**src/rtl/lxr_pkg.sv**
```systemverilog
// Shared types, sizes and character helpers for the keyword token lexer.
// Used by every file under rtl/; depends on nothing else.
package lxr_pkg;

  localparam int TEXT_BYTES  = 128;
  localparam int CHUNK_BYTES = 8;
  localparam int ROWS        = (TEXT_BYTES + CHUNK_BYTES - 1) / CHUNK_BYTES;
  localparam int ROW_W       = (ROWS > 1) ? $clog2(ROWS) : 1;
  localparam int LANE_W      = (CHUNK_BYTES > 1) ? $clog2(CHUNK_BYTES) : 1;
  localparam int CNT_W       = $clog2(TEXT_BYTES + 1);
  localparam int CHUNK_W     = CHUNK_BYTES * 8;

  localparam int QDEPTH = 4;
  localparam int QPTR_W = $clog2(QDEPTH);
  localparam int QCNT_W = $clog2(QDEPTH + 1);

  localparam int KIND_W      = 4;
  localparam int TEXT_OUT_W  = 64;
  localparam int CBYTES_W    = 4;
  localparam int TLEN_W      = 8;
  localparam int S_TDATA_W   = 8;
  localparam int M_TDATA_W   = 80;
  localparam int M_TUSER_W   = 8;

  localparam int LEN_DEFINE = 6;
  localparam int LEN_FUNC   = 4;
  localparam int LEN_PRINT  = 5;

  localparam logic [7:0] CH_EQ     = 8'h3D;
  localparam logic [7:0] CH_SEMI   = 8'h3B;
  localparam logic [7:0] CH_LPAREN = 8'h28;
  localparam logic [7:0] CH_RPAREN = 8'h29;
  localparam logic [7:0] CH_LBRACE = 8'h7B;
  localparam logic [7:0] CH_RBRACE = 8'h7D;
  localparam logic [7:0] CH_UNDER  = 8'h5F;
  localparam logic [7:0] CH_QUOTE  = 8'h22;
  localparam logic [7:0] CH_SPACE  = 8'h20;
  localparam logic [7:0] CH_TAB    = 8'h09;
  localparam logic [7:0] CH_CR     = 8'h0D;

  typedef enum logic [KIND_W-1:0] {
    K_DEFINE  = 4'd0,
    K_FUNC    = 4'd1,
    K_PRINT   = 4'd2,
    K_IDENT   = 4'd3,
    K_NUMBER  = 4'd4,
    K_STRING  = 4'd5,
    K_EQ      = 4'd6,
    K_SEMI    = 4'd7,
    K_LPAREN  = 4'd8,
    K_RPAREN  = 4'd9,
    K_LBRACE  = 4'd10,
    K_RBRACE  = 4'd11,
    K_UNKNOWN = 4'd12
  } kind_t;

  // One token to be sent by the back end.
  typedef struct packed {
    kind_t            kind;
    logic [CNT_W-1:0] len;
    logic             trunc;
    logic             from_store;
    logic [7:0]       ch;
    logic             lor;
  } job_t;

  // Byte write into the text store.
  typedef struct packed {
    logic              en;
    logic [ROW_W-1:0]  row;
    logic [LANE_W-1:0] lane;
    logic [7:0]        data;
  } wr_t;

  // Back-end status seen by the front end.
  typedef struct packed {
    logic busy;
    logic done;
  } bk_st_t;

  function automatic logic is_letter(input logic [7:0] c);
    return (c >= "a" && c <= "z") || (c >= "A" && c <= "Z");
  endfunction

  function automatic logic is_digit(input logic [7:0] c);
    return c >= "0" && c <= "9";
  endfunction

  function automatic logic is_space(input logic [7:0] c);
    return c == CH_SPACE || (c >= CH_TAB && c <= CH_CR);
  endfunction

  function automatic logic is_ident_char(input logic [7:0] c);
    return is_letter(c) || is_digit(c) || c == CH_UNDER;
  endfunction

  function automatic kind_t punct_kind(input logic [7:0] c);
    kind_t k;
    case (c)
      CH_EQ:     k = K_EQ;
      CH_SEMI:   k = K_SEMI;
      CH_LPAREN: k = K_LPAREN;
      CH_RPAREN: k = K_RPAREN;
      CH_LBRACE: k = K_LBRACE;
      CH_RBRACE: k = K_RBRACE;
      default:   k = K_UNKNOWN;
    endcase
    return k;
  endfunction

  function automatic logic [7:0] define_char(input logic [2:0] i);
    logic [7:0] r;
    case (i)
      3'd0:    r = "d";
      3'd1:    r = "e";
      3'd2:    r = "f";
      3'd3:    r = "i";
      3'd4:    r = "n";
      3'd5:    r = "e";
      default: r = 8'h00;
    endcase
    return r;
  endfunction

  function automatic logic [7:0] func_char(input logic [2:0] i);
    logic [7:0] r;
    case (i)
      3'd0:    r = "f";
      3'd1:    r = "u";
      3'd2:    r = "n";
      3'd3:    r = "c";
      default: r = 8'h00;
    endcase
    return r;
  endfunction

  function automatic logic [7:0] print_char(input logic [2:0] i);
    logic [7:0] r;
    case (i)
      3'd0:    r = "p";
      3'd1:    r = "r";
      3'd2:    r = "i";
      3'd3:    r = "n";
      3'd4:    r = "t";
      default: r = 8'h00;
    endcase
    return r;
  endfunction

endpackage

```
**src/rtl/keyword_token_lexer.sv**
```systemverilog
// Top level of the keyword token lexer: front end, token queue and back end.
// Depends on lxr_pkg, lxr_front, lxr_job_fifo and lxr_back.
//
// Usage. Source text enters on the s_ stream, one byte per beat in
// s_tdata[7:0]; a beat with s_tlast high is the end mark, its data byte is
// ignored and it closes whatever token is open. Tokens leave on the m_ stream
// as chunks of up to eight text bytes; each token gives one or more beats and
// m_tlast marks its final chunk. Identifiers are checked against the
// keywords define, func and print when they close.
//
// Timing. A byte that extends or opens a token is taken at once. A byte that
// closes an identifier or number is held while its token is queued, then
// taken again from idle, unless it is whitespace. Input stalls while a stored
// token is being sent, because the next token reuses the text store; such a
// token has its first row read before its first beat and then gives one beat
// per cycle, set by the single read port of the store (one 8-byte row per
// cycle). Single-character tokens come straight from the four-entry queue,
// one beat per cycle, and do not hold up the input. If the receiver stalls,
// the output register holds its beat, the queue fills, then s_tready falls.
//
// Reset clears the scan state, the queue and the output; the text store is
// not cleared, as only bytes already written are ever sent.
module keyword_token_lexer (
  input  logic                           clk,
  input  logic                           rst,
  input  logic                           s_tvalid,
  output logic                           s_tready,
  input  logic [lxr_pkg::S_TDATA_W-1:0]  s_tdata,   // [7:0] char_in
  input  logic                           s_tlast,   // end_of_text
  output logic                           m_tvalid,
  input  logic                           m_tready,
  // [63:0] text_chunk, [67:64] chunk_bytes, [75:68] token_length,
  // [76] last_of_run, [79:77] zero
  output logic [lxr_pkg::M_TDATA_W-1:0]  m_tdata,
  // [3:0] token_kind, [4] text_truncated, [7:5] zero
  output logic [lxr_pkg::M_TUSER_W-1:0]  m_tuser,
  output logic                           m_tlast    // last_chunk
);
  import lxr_pkg::*;

  // Tokens travel from the front end to the back end through a short queue,
  // so punctuation can keep flowing while the output is stalled.
  logic   push, q_full, q_valid, pop;
  job_t   job, head;
  wr_t    wr;
  bk_st_t bk_st;

  lxr_front u_front (
    .clk      (clk),
    .rst      (rst),
    .s_tvalid (s_tvalid),
    .s_tready (s_tready),
    .s_tdata  (s_tdata),
    .s_tlast  (s_tlast),
    .q_full   (q_full),
    .push     (push),
    .job      (job),
    .wr       (wr),
    .bk_st    (bk_st)
  );

  lxr_job_fifo u_fifo (
    .clk   (clk),
    .rst   (rst),
    .push  (push),
    .din   (job),
    .full  (q_full),
    .pop   (pop),
    .valid (q_valid),
    .dout  (head)
  );

  // The back end owns the text store; the front end writes into it directly.
  lxr_back u_back (
    .clk      (clk),
    .rst      (rst),
    .q_valid  (q_valid),
    .head     (head),
    .pop      (pop),
    .wr       (wr),
    .bk_st    (bk_st),
    .m_tvalid (m_tvalid),
    .m_tready (m_tready),
    .m_tdata  (m_tdata),
    .m_tuser  (m_tuser),
    .m_tlast  (m_tlast)
  );

  // The store must never be written while a stored token is being read out.
  a_no_write_while_reading : assert property (@(posedge clk) disable iff (rst)
    wr.en |-> !bk_st.busy)
    else $error("text store written during readout");

  // A chunk that is not the last of its token is always full.
  a_full_inner_chunk : assert property (@(posedge clk) disable iff (rst)
    (m_tvalid && !m_tlast) |-> (m_tdata[67:64] == CBYTES_W'(CHUNK_BYTES)))
    else $error("short chunk before end of token");

  // The last beat of a byte's results always closes a token.
  a_run_ends_token : assert property (@(posedge clk) disable iff (rst)
    (m_tvalid && m_tdata[76]) |-> m_tlast)
    else $error("last_of_run on an inner chunk");

  // A full queue is never pushed.
  a_no_overflow_push : assert property (@(posedge clk) disable iff (rst)
    push |-> !q_full)
    else $error("token queue pushed while full");

endmodule

```
**src/rtl/lxr_front.sv**
```systemverilog
// Front end of the lexer: accepts source bytes, tracks the open token, writes
// its text into the back end's store and queues tokens. Depends on lxr_pkg.
module lxr_front (
  input  logic                           clk,
  input  logic                           rst,
  input  logic                           s_tvalid,
  output logic                           s_tready,
  input  logic [lxr_pkg::S_TDATA_W-1:0]  s_tdata,
  input  logic                           s_tlast,
  input  logic                           q_full,
  output logic                           push,
  output lxr_pkg::job_t                  job,
  output lxr_pkg::wr_t                   wr,
  input  lxr_pkg::bk_st_t                bk_st
);
  import lxr_pkg::*;

  typedef enum logic [1:0] {M_IDLE, M_IDENT, M_NUMBER, M_STRING} mode_t;

  mode_t              mode, mode_next;
  logic [CNT_W-1:0]   count, count_next;
  logic               ovf, ovf_next;
  logic [ROW_W-1:0]   row, row_next;
  logic [LANE_W-1:0]  lane, lane_next;
  logic               m_def, m_def_next, m_func, m_func_next, m_print, m_print_next;
  logic [QCNT_W-1:0]  pend, pend_next;

  logic [7:0]         c;
  logic               do_append, do_start, cont;
  logic [CNT_W-1:0]   b_count;
  logic [ROW_W-1:0]   b_row;
  logic [LANE_W-1:0]  b_lane;
  logic               b_def, b_func, b_print;
  kind_t              close_kind;
  job_t               close_job;

  assign c = s_tdata[7:0];

  always_comb begin
    if (mode == M_IDENT) begin
      if (!ovf && count == CNT_W'(LEN_DEFINE) && m_def) close_kind = K_DEFINE;
      else if (!ovf && count == CNT_W'(LEN_FUNC) && m_func) close_kind = K_FUNC;
      else if (!ovf && count == CNT_W'(LEN_PRINT) && m_print) close_kind = K_PRINT;
      else close_kind = K_IDENT;
    end else if (mode == M_NUMBER) begin
      close_kind = K_NUMBER;
    end else begin
      close_kind = K_STRING;
    end
    close_job            = '0;
    close_job.kind       = close_kind;
    close_job.len        = count;
    close_job.trunc      = ovf;
    close_job.from_store = 1'b1;
    close_job.lor        = 1'b1;
  end

  always_comb begin
    s_tready  = 1'b0;
    push      = 1'b0;
    job       = close_job;
    do_append = 1'b0;
    do_start  = 1'b0;
    mode_next = mode;
    cont      = (mode == M_IDENT) ? is_ident_char(c) : is_digit(c);
    if (s_tvalid && !q_full) begin
      if (s_tlast) begin
        s_tready  = 1'b1;
        mode_next = M_IDLE;
        push      = (mode != M_IDLE);
      end else begin
        case (mode)
          M_STRING: begin
            if (c == CH_QUOTE) begin
              s_tready  = 1'b1;
              push      = 1'b1;
              mode_next = M_IDLE;
            end else if (pend == '0) begin
              s_tready  = 1'b1;
              do_append = 1'b1;
            end
          end
          M_IDENT, M_NUMBER: begin
            if (cont) begin
              if (pend == '0) begin
                s_tready  = 1'b1;
                do_append = 1'b1;
              end
            end else begin
              // Close the token; the byte itself is taken again from idle
              // unless it is whitespace.
              push      = 1'b1;
              mode_next = M_IDLE;
              if (is_space(c)) begin
                s_tready = 1'b1;
              end else if (!(is_letter(c) || is_digit(c) || c == CH_QUOTE)) begin
                job.lor = 1'b0;
              end
            end
          end
          default: begin
            if (is_space(c)) begin
              s_tready = 1'b1;
            end else if (is_letter(c) || is_digit(c)) begin
              if (pend == '0) begin
                s_tready  = 1'b1;
                do_start  = 1'b1;
                do_append = 1'b1;
                mode_next = is_letter(c) ? M_IDENT : M_NUMBER;
              end
            end else if (c == CH_QUOTE) begin
              s_tready  = 1'b1;
              do_start  = 1'b1;
              mode_next = M_STRING;
            end else begin
              s_tready       = 1'b1;
              push           = 1'b1;
              job            = '0;
              job.kind       = punct_kind(c);
              job.len        = CNT_W'(1);
              job.ch         = c;
              job.lor        = 1'b1;
            end
          end
        endcase
      end
    end
  end

  always_comb begin
    b_count = do_start ? '0 : count;
    b_row   = do_start ? '0 : row;
    b_lane  = do_start ? '0 : lane;
    b_def   = do_start | m_def;
    b_func  = do_start | m_func;
    b_print = do_start | m_print;

    count_next   = b_count;
    row_next     = b_row;
    lane_next    = b_lane;
    ovf_next     = do_start ? 1'b0 : ovf;
    m_def_next   = b_def;
    m_func_next  = b_func;
    m_print_next = b_print;
    wr           = '0;
    if (do_append) begin
      if (b_count < CNT_W'(TEXT_BYTES)) begin
        wr.en      = 1'b1;
        wr.row     = b_row;
        wr.lane    = b_lane;
        wr.data    = c;
        count_next = b_count + CNT_W'(1);
        if (b_lane == LANE_W'(CHUNK_BYTES - 1)) begin
          lane_next = '0;
          row_next  = b_row + ROW_W'(1);
        end else begin
          lane_next = b_lane + LANE_W'(1);
        end
        m_def_next   = b_def && b_count < CNT_W'(LEN_DEFINE)
                       && c == define_char(b_count[2:0]);
        m_func_next  = b_func && b_count < CNT_W'(LEN_FUNC)
                       && c == func_char(b_count[2:0]);
        m_print_next = b_print && b_count < CNT_W'(LEN_PRINT)
                       && c == print_char(b_count[2:0]);
      end else begin
        ovf_next = 1'b1;
      end
    end
    pend_next = pend + QCNT_W'(push && job.from_store) - QCNT_W'(bk_st.done);
  end

  always_ff @(posedge clk) begin
    if (rst) begin
      mode    <= M_IDLE;
      count   <= '0;
      ovf     <= 1'b0;
      pend    <= '0;
      row     <= '0;
      lane    <= '0;
      m_def   <= 1'b0;
      m_func  <= 1'b0;
      m_print <= 1'b0;
    end else begin
      mode    <= mode_next;
      count   <= count_next;
      ovf     <= ovf_next;
      pend    <= pend_next;
      row     <= row_next;
      lane    <= lane_next;
      m_def   <= m_def_next;
      m_func  <= m_func_next;
      m_print <= m_print_next;
    end
  end

endmodule

```
**src/rtl/lxr_job_fifo.sv**
```systemverilog
// Short token queue between the front and back ends of the lexer.
// Depends on lxr_pkg for the entry type and depth.
module lxr_job_fifo (
  input  logic          clk,
  input  logic          rst,
  input  logic          push,
  input  lxr_pkg::job_t din,
  output logic          full,
  input  logic          pop,
  output logic          valid,
  output lxr_pkg::job_t dout
);
  import lxr_pkg::*;

  job_t              mem [QDEPTH];
  logic [QPTR_W-1:0] wptr, rptr;
  logic [QCNT_W-1:0] cnt;

  assign full  = (cnt == QCNT_W'(QDEPTH));
  assign valid = (cnt != '0);
  assign dout  = mem[rptr];

  always_ff @(posedge clk) begin
    if (push && !full) begin
      mem[wptr] <= din;
    end
  end

  always_ff @(posedge clk) begin
    if (rst) begin
      wptr <= '0;
      rptr <= '0;
      cnt  <= '0;
    end else begin
      if (push && !full) wptr <= wptr + QPTR_W'(1);
      if (pop && valid) rptr <= rptr + QPTR_W'(1);
      cnt <= cnt + QCNT_W'(push && !full) - QCNT_W'(pop && valid);
    end
  end

endmodule

```
**src/rtl/lxr_back.sv**
```systemverilog
// Back end of the lexer: holds the token text store and turns queued tokens
// into output chunks, one row of the store per beat. Depends on lxr_pkg.
module lxr_back (
  input  logic                           clk,
  input  logic                           rst,
  input  logic                           q_valid,
  input  lxr_pkg::job_t                  head,
  output logic                           pop,
  input  lxr_pkg::wr_t                   wr,
  output lxr_pkg::bk_st_t                bk_st,
  output logic                           m_tvalid,
  input  logic                           m_tready,
  output logic [lxr_pkg::M_TDATA_W-1:0]  m_tdata,
  output logic [lxr_pkg::M_TUSER_W-1:0]  m_tuser,
  output logic                           m_tlast
);
  import lxr_pkg::*;

  typedef enum logic {B_IDLE, B_READ} bstate_t;

  logic [CHUNK_W-1:0] mem [ROWS];
  logic [CHUNK_W-1:0] rd_data;
  logic               rd_en;
  logic [ROW_W-1:0]   rd_addr;

  bstate_t            state;
  logic [CNT_W-1:0]   rem;
  logic [ROW_W-1:0]   rd_row;

  logic                  out_free, ld, last;
  logic [CNT_W-1:0]      take;
  logic [CHUNK_W-1:0]    masked;
  kind_t                 n_kind;
  logic [TEXT_OUT_W-1:0] n_chunk;
  logic [CBYTES_W-1:0]   n_bytes;
  logic [TLEN_W-1:0]     n_len;
  logic                  n_trunc, n_last, n_lor;

  kind_t                 o_kind;
  logic [TEXT_OUT_W-1:0] o_chunk;
  logic [CBYTES_W-1:0]   o_bytes;
  logic [TLEN_W-1:0]     o_len;
  logic                  o_trunc, o_lor;

  always_ff @(posedge clk) begin
    if (wr.en) begin
      mem[wr.row][wr.lane * 8 +: 8] <= wr.data;
    end
  end

  always_ff @(posedge clk) begin
    if (rd_en) begin
      rd_data <= mem[rd_addr];
    end
  end

  always_comb begin
    out_free = !m_tvalid || m_tready;
    last     = rem <= CNT_W'(CHUNK_BYTES);
    take     = last ? rem : CNT_W'(CHUNK_BYTES);
    for (int b = 0; b < CHUNK_BYTES; b++) begin
      masked[b * 8 +: 8] = (CNT_W'(b) < take) ? rd_data[b * 8 +: 8] : 8'h00;
    end

    pop     = 1'b0;
    rd_en   = 1'b0;
    rd_addr = rd_row + ROW_W'(1);
    ld      = 1'b0;
    n_kind  = head.kind;
    n_chunk = TEXT_OUT_W'(masked);
    n_bytes = CBYTES_W'(take);
    n_len   = TLEN_W'(head.len);
    n_trunc = head.trunc;
    n_last  = last;
    n_lor   = last && head.lor;
    case (state)
      B_IDLE: begin
        if (q_valid && out_free) begin
          if (!head.from_store || head.len == '0) begin
            // Single-byte tokens carry their byte; empty strings carry none.
            ld      = 1'b1;
            pop     = 1'b1;
            n_chunk = head.from_store ? '0 : TEXT_OUT_W'(head.ch);
            n_bytes = head.from_store ? '0 : CBYTES_W'(1);
            n_last  = 1'b1;
            n_lor   = head.lor;
          end else begin
            rd_en   = 1'b1;
            rd_addr = '0;
          end
        end
      end
      B_READ: begin
        if (out_free) begin
          ld = 1'b1;
          if (last) begin
            pop = 1'b1;
          end else begin
            rd_en = 1'b1;
          end
        end
      end
      default: begin
      end
    endcase
    bk_st.busy = (state == B_READ);
    bk_st.done = pop && head.from_store;
  end

  always_ff @(posedge clk) begin
    if (rst) begin
      state    <= B_IDLE;
      m_tvalid <= 1'b0;
      rem      <= '0;
      rd_row   <= '0;
    end else begin
      if (ld) begin
        m_tvalid <= 1'b1;
        o_kind   <= n_kind;
        o_chunk  <= n_chunk;
        o_bytes  <= n_bytes;
        o_len    <= n_len;
        o_trunc  <= n_trunc;
        m_tlast  <= n_last;
        o_lor    <= n_lor;
      end else if (m_tready) begin
        m_tvalid <= 1'b0;
      end
      case (state)
        B_IDLE: begin
          if (rd_en) begin
            state  <= B_READ;
            rem    <= head.len;
            rd_row <= '0;
          end
        end
        B_READ: begin
          if (ld) begin
            if (last) begin
              state <= B_IDLE;
            end else begin
              rem    <= rem - CNT_W'(CHUNK_BYTES);
              rd_row <= rd_addr;
            end
          end
        end
        default: begin
          state <= B_IDLE;
        end
      endcase
    end
  end

  assign m_tdata = {3'b000, o_lor, o_len, o_bytes, o_chunk};
  assign m_tuser = {3'b000, o_trunc, o_kind};

endmodule

```
**config.mk**
```make
export PLATFORM = sky130hd
export DESIGN_NAME = keyword_token_lexer
export DESIGN_NICKNAME = d
export VERILOG_FILES = /design/src/rtl/lxr_pkg.sv /design/src/rtl/keyword_token_lexer.sv /design/src/rtl/lxr_front.sv /design/src/rtl/lxr_job_fifo.sv /design/src/rtl/lxr_back.sv
export SDC_FILE = /design/constraint.sdc
export NUM_CORES = 2
export LEC_CHECK = 0
export BUFFER_PORTS_ARGS = -buffer_cell sky130_fd_sc_hd__buf_2
export CORE_UTILIZATION = 43
export CTS_BUF_LIST = sky130_fd_sc_hd__clkbuf_4
export DETAILED_ROUTE_END_ITERATION = 6
export SYNTH_ARGS = -nofsm -noshare
export SYNTH_HDL_FRONTEND = slang
export SYNTH_SLANG_ARGS = --single-unit
```
**constraint.sdc**
```tcl
create_clock -name clk -period 12.6 [get_ports clk]
set_clock_uncertainty 0.15 [all_clocks]
set_input_delay 1.26 -clock clk [delete_from_list [all_inputs] [get_ports clk]]
set_output_delay 1.26 -clock clk [all_outputs]
set_load 0.02 [all_outputs]
```
# After elaboration in Yosys (flattened, before gate mapping)
# Memory sizes are Yosys's and may differ from the RTL's. A register that Yosys moved wholly into a read port is not among the register bits.
# Index checks and enable logic that the tools add are counted.
# totals
output_inout_bits	91
ram_bits	1116
register_bits	128
mem_count	2
# mem_list
memory	depth	word_bits	rd	rd_clocked_by_memory_dff	wr	line_no	text
u_back.mem	16	64	1	1	1	lxr_back.sv:21	logic [CHUNK_W-1:0] mem [ROWS];
u_fifo.mem	4	23	1	1	1	lxr_job_fifo.sv:15	job_t mem [QDEPTH];
# op_classes
n_reduce_logical	47
muxes	143
shift	2
eq_ne	32
addsub	12
bitwise_logic	5
n_lt_le_gt_ge	21
# ops
operator	n
$mux 64	4
$mux 8	22
$mux 23	5
$pmux 7 s5	2
$mux 1	64
$mux 4	16
$shift 8x34->64 const A	1
$shiftx 8x34->64	1
$eq 8x6->1 const B	6
$neg 6->34	1
$lt 3x8->1 const A	4
$mux 16	2
$pmux 7 s4	1
$eq 8x3->1 const B	3
$eq 8x7->1 const B	3
$eq 8x8->1	3
$lt 8x3->1 const B	3
$pmux 4 s6	1
$logic_and 1x1->1	23
$mux 22	1
$mux 2	10
$ge 8x7->1 const B	2
$le 8x4->1 const B	2
$le 8x7->1 const B	2
other kinds (43)	80

# Longest topological paths before layout
# logic_depth
ltp_word	19
mapped_depth	19
ltp_nobuf	17

# By module
# Synthesis repeated with hierarchy kept, for this count alone.
# hier_totals
cells_unflattened	3081
area_unflattened_um2	52934.5
# by_module_without_submodules
module	area_per_inst_um2	cells_per_inst	n_inst
lxr_back	46517.1	2553	1
lxr_job_fifo	3824.9	169	1
lxr_front	2592.5	359	1

# Worst setup path after synthesis
# OpenSTA, ideal clock, no wires.
# synth_timing
path_kind	flip-flop to flip-flop
start	register (tool-made name)
end	register u_back.m_tlast, enable pin
setup_ns	0.648
slack_ns	3.704
n_path_buf	2
required_time_ns	11.802
stages_incl_launch_ff	9
period_less_slack_ns	8.896
arrival_ns	8.099
path_cell_list	dfxtp_1 buf_2 buf_2 mux4_2 nor4_2 nand2_1 nand2_1 a21oi_1 a211oi_1
# synth_rtl
element	line_no	text
end signal: assignment	lxr_back.sv:124	m_tlast <= n_last;
end: declaration	lxr_back.sv:15	output logic m_tlast

# Worst setup path after layout
# layout_timing
start	input port s_tdata[5] in the netlist's numbering
end	memory u_back.mem[9][34] in the netlist's numbering, data pin
# layout_between
elab_chain_cells	15
word_cells_on_any_way	40
cone_classes	add/sub: 1; order compare: 9; eq/ne: 3; shift: 1; mux: 18; reduce/logical: 8
# layout_rtl
element	line_no	text
start: declaration	keyword_token_lexer.sv:28	input logic [lxr_pkg::S_TDATA_W-1:0] s_tdata,
$ge 8x7->1 or $le 8x7->1 (tied branches)	lxr_pkg.sv:82	return (c >= "a" && c <= "z") || (c >= "A" && c <= "Z");
$logic_and 1x1->1	lxr_pkg.sv:82	
$logic_or 1x1->1	lxr_pkg.sv:82	
$logic_or 1x1->1	lxr_pkg.sv:94, lxr_front.sv:104	
$mux 1	lxr_front.sv:104	end else if (is_letter(c) || is_digit(c)) begin
$mux 1	lxr_front.sv:102	if (is_space(c)) begin
$mux 1	lxr_front.sv:72	case (mode)
$mux 1	lxr_front.sv:67	if (s_tlast) begin
$mux 1	lxr_front.sv:66	if (s_tvalid && !q_full) begin
$mux 8	lxr_front.sv:131	b_count = do_start ? '0 : count;
$lt 8x8->1	lxr_front.sv:147	if (b_count < CNT_W'(TEXT_BYTES)) begin
$mux 16	lxr_front.sv:147	
$mux 16 (*)	lxr_front.sv:146	if (do_append) begin
$neg 6->34	lxr_back.sv:47	mem[wr.row][wr.lane * 8 +: 8] <= wr.data;
$shiftx 8x34->64 (*)	lxr_back.sv:47	
end: declaration	lxr_back.sv:21	
# Mark *: on every way between the ends. The rest lies on a longest branch, timed or not.

==> impl_results.md <==
* Largest net degree at the start of global routing at 160
* Final Hold Fails at 0
* Final core utilization at 0.491
* Layout cells sized above 1 at 0.222
* Hold_ws at 248 ps
* Final worst path period need at 6850 ps
* Synth top area share at 0.725
* Top_reg_cell synth: edfxtp_1
* Avg Cell Area, Syn at 15.4 µm²
* Sequential share of the synthesized area at 0.743
* WP data arrival at 7460 ps
* Register bit total from synthesis at 1310
* CTS tree: done
* Period utilization at 0.544
* PD cells at 195 nW/µm²
* Final HPWL DP at 85300 µm
* Clock Latency Late Sink at 1230 ps
* Clock buffer depth at 4
* Port buffer count at 97
* ANT nets after route at 0
* Core ar. at 120000 µm²
* CP cell instances: buf_2 > nor4b_1 > and4_1 > o21ai_1 > buf_4 > a21oi_1 > buf_4 > nand2_1 > ha_1 > nor3_1 > nand3_1 > nor2_1
* Post-synth EDFFs at 1263
* First-pass GRT wire length at 204000 µm
* Yosys warns at 0
* FFs w/ async S/R, synth at 0
* Fin. max-slew vios at 0
* Vias at 31.3k
* DR WL/cell at 25.0 µm
* Fmax at 0.146 GHz
* Post-Syn Instances at 3402
* Initial DRC count at 3117
* Tot GR Track Use at 0.228
* CTS Buf Count at 350
* Number of global-route vias before repair at 31.1k
* Hold-fix buffers, CTS at 0
* Final instance area at 59100 µm²
* Postcts setup bufs at 0
* Critical-path top delay cell: nor2_1
* Die area at 123000 µm²
* Clk sinks at 1310
* Transition time of the tightest slew-check pin at 1390 ps
* Vias/cell at 5.59
* Max-Cap Viols at 0
* Status: completed
* Chip height at 351 µm
* Most frequent cell after synthesis: edfxtp_1
* H-Tree Depth at 5
* Placed cell areas at 54700 µm²
* Hold Crit Class: input pin to register
* Crit start category: input pin
* VDD IR-drop max at 195 µV
* Nets@finish at 3766
* Top cells by count, synth: edfxtp_1, nor2_1, nand2_1
* Number of detailed-route iterations in the first pass at 5
* Unique masters post-synth at 85
* Mapped cell area at 52300 µm²
* Root cell of the clock tree: clkbuf_4
* Grt total ovfl at 0
* Total wire length at 140000 µm
* Setup TNS at 0 ps
* Synth-to-Final Area Change at 12.9%
* Pre-CTS setup slack at 4670 ps
* Routability cong. at 0.841
* Starting density of the core at 0.435
* Finished Layout Cells at 5592
* Final setup viols at 0
* Worst setup margin at 5750 ps
* Post-CTS sizing at 0
* CP dominant cell by count: buf_4
* Worst relative slew slack at 0.0718
* Leak at 17.8 nW
* Initial antenna violation count at 3
* Unrepaired setup endpoints after global routing: false
* Worst Setup End Kind: register
* Crit path kind: input pin to register
* Cell accounting for the most synthesized area: edfxtp_1
* Die width at 351 µm
* Worst path max stage delay at 1310 ps
* I/O pin count at 104
* Dominant cells by area after synthesis: edfxtp_1, mux4_2, mux2i_1, nor2_1, nand2_1
* DRC Markers at 0
* Final Power at 11.5 mW
* Worst Path Max Fanout at 25
* Inst Count DP at 4983
* # rows at 127
* Worst Path Required at 13210 ps
* Clock-pin slew on the worst setup and hold paths at 60 ps
## logic make-up after synthesis
group                      synth area share
AOI/OAI and AO/OA                    0.0628
muxes                                0.0793
DFF                                   0.743
xor gates and xnor gates            0.00435
buffers and inverters                0.0194
and+or+nand+nor                      0.0839
other                             0.0000717
adders and majority gates           0.00722
## registers in the layout (all words and copies together) (netlist names), 2 cells and up, named ones only
signal	flops
u_front.count	8
u_back.rem	8
u_fifo.mem	92
u_front.lane	3
u_back.o_bytes	4
u_fifo.rptr	2
u_fifo.wptr	2
u_front.pend	3
u_front.row	4
u_back.o_len	8
u_back.mem	1024
u_back.o_kind	4
u_back.o_chunk	64
u_fifo.cnt	3
u_front.mode	2
u_back.rd_data	64
u_back.rd_row	4
## metal layers
layer  vias to the layer above  GRT usage  share of wire
met5                         -          0              0
met4                         0     0.0898          0.032
met3                       234     0.0497          0.078
met2                      1377      0.357           0.47
met1                     15749      0.310           0.42
li1                      13921          -              -
## path summary, 6_finish.rpt
check | startpoint | end | slack, ps | depth (start not counted)
worst max register to register | u_front.pend[0] | u_back.mem[9][34] | 5970 | 10
worst max-delay path | s_tdata[5] | u_back.mem[9][34] | 5750 | 12
worst min register to register | u_back.rd_data[62] | u_back.o_chunk[62] | 330 | 1
worst min-delay path | s_tlast | u_front.mode[0] | 250 | 2
## power by group
group | switching [mW] | internal (mW)
logic | 1.95 | 0.742
registers | 0.102 | 5.12
clock network | 1.70 | 1.94
total | 3.75 | 7.80
## layout make-up
class / instances / area (µm²)
Antenna cell: 3 / 7.51
Clock buffer: 496 / 3720
Clock inverter: 109 / 598
Fill cell: 10336 / 61200
Inverter: 41 / 154
Multi-Input combinational cell: 1847 / 12600
Sequential cell: 1310 / 38900
Tap cell: 1612 / 2020
Timing Repair Buffer: 174 / 1100
## layout by cell type (no fill, tap or decap), drive strengths merged, types with 14 or more instances in the layout
cell / count
edfxtp: 1263
clkbuf: 496
nor2: 362
nand2: 294
a21oi: 200
buf: 174
mux2i: 169
clkinv: 100
o21ai: 99
nor3: 95
mux4: 85
and2: 75
o221ai: 60
nand3: 51
o2111ai: 49
mux2: 48
dfxtp: 47
inv: 43
ha: 27
and3: 25
a31oi: 22
nor2b: 17
xnor2: 16
o311ai: 14
## critical path: cells and delay by family
family / cells / cell delay, ps
buffers and inverters: 3 / 810
AND/OR/NAND/NOR: 6 / 4160
AO/OA/AOI/OAI: 2 / 820
adder cells (fa/ha/maj): 1 / 380
Power figures use the tool's default switching activity.
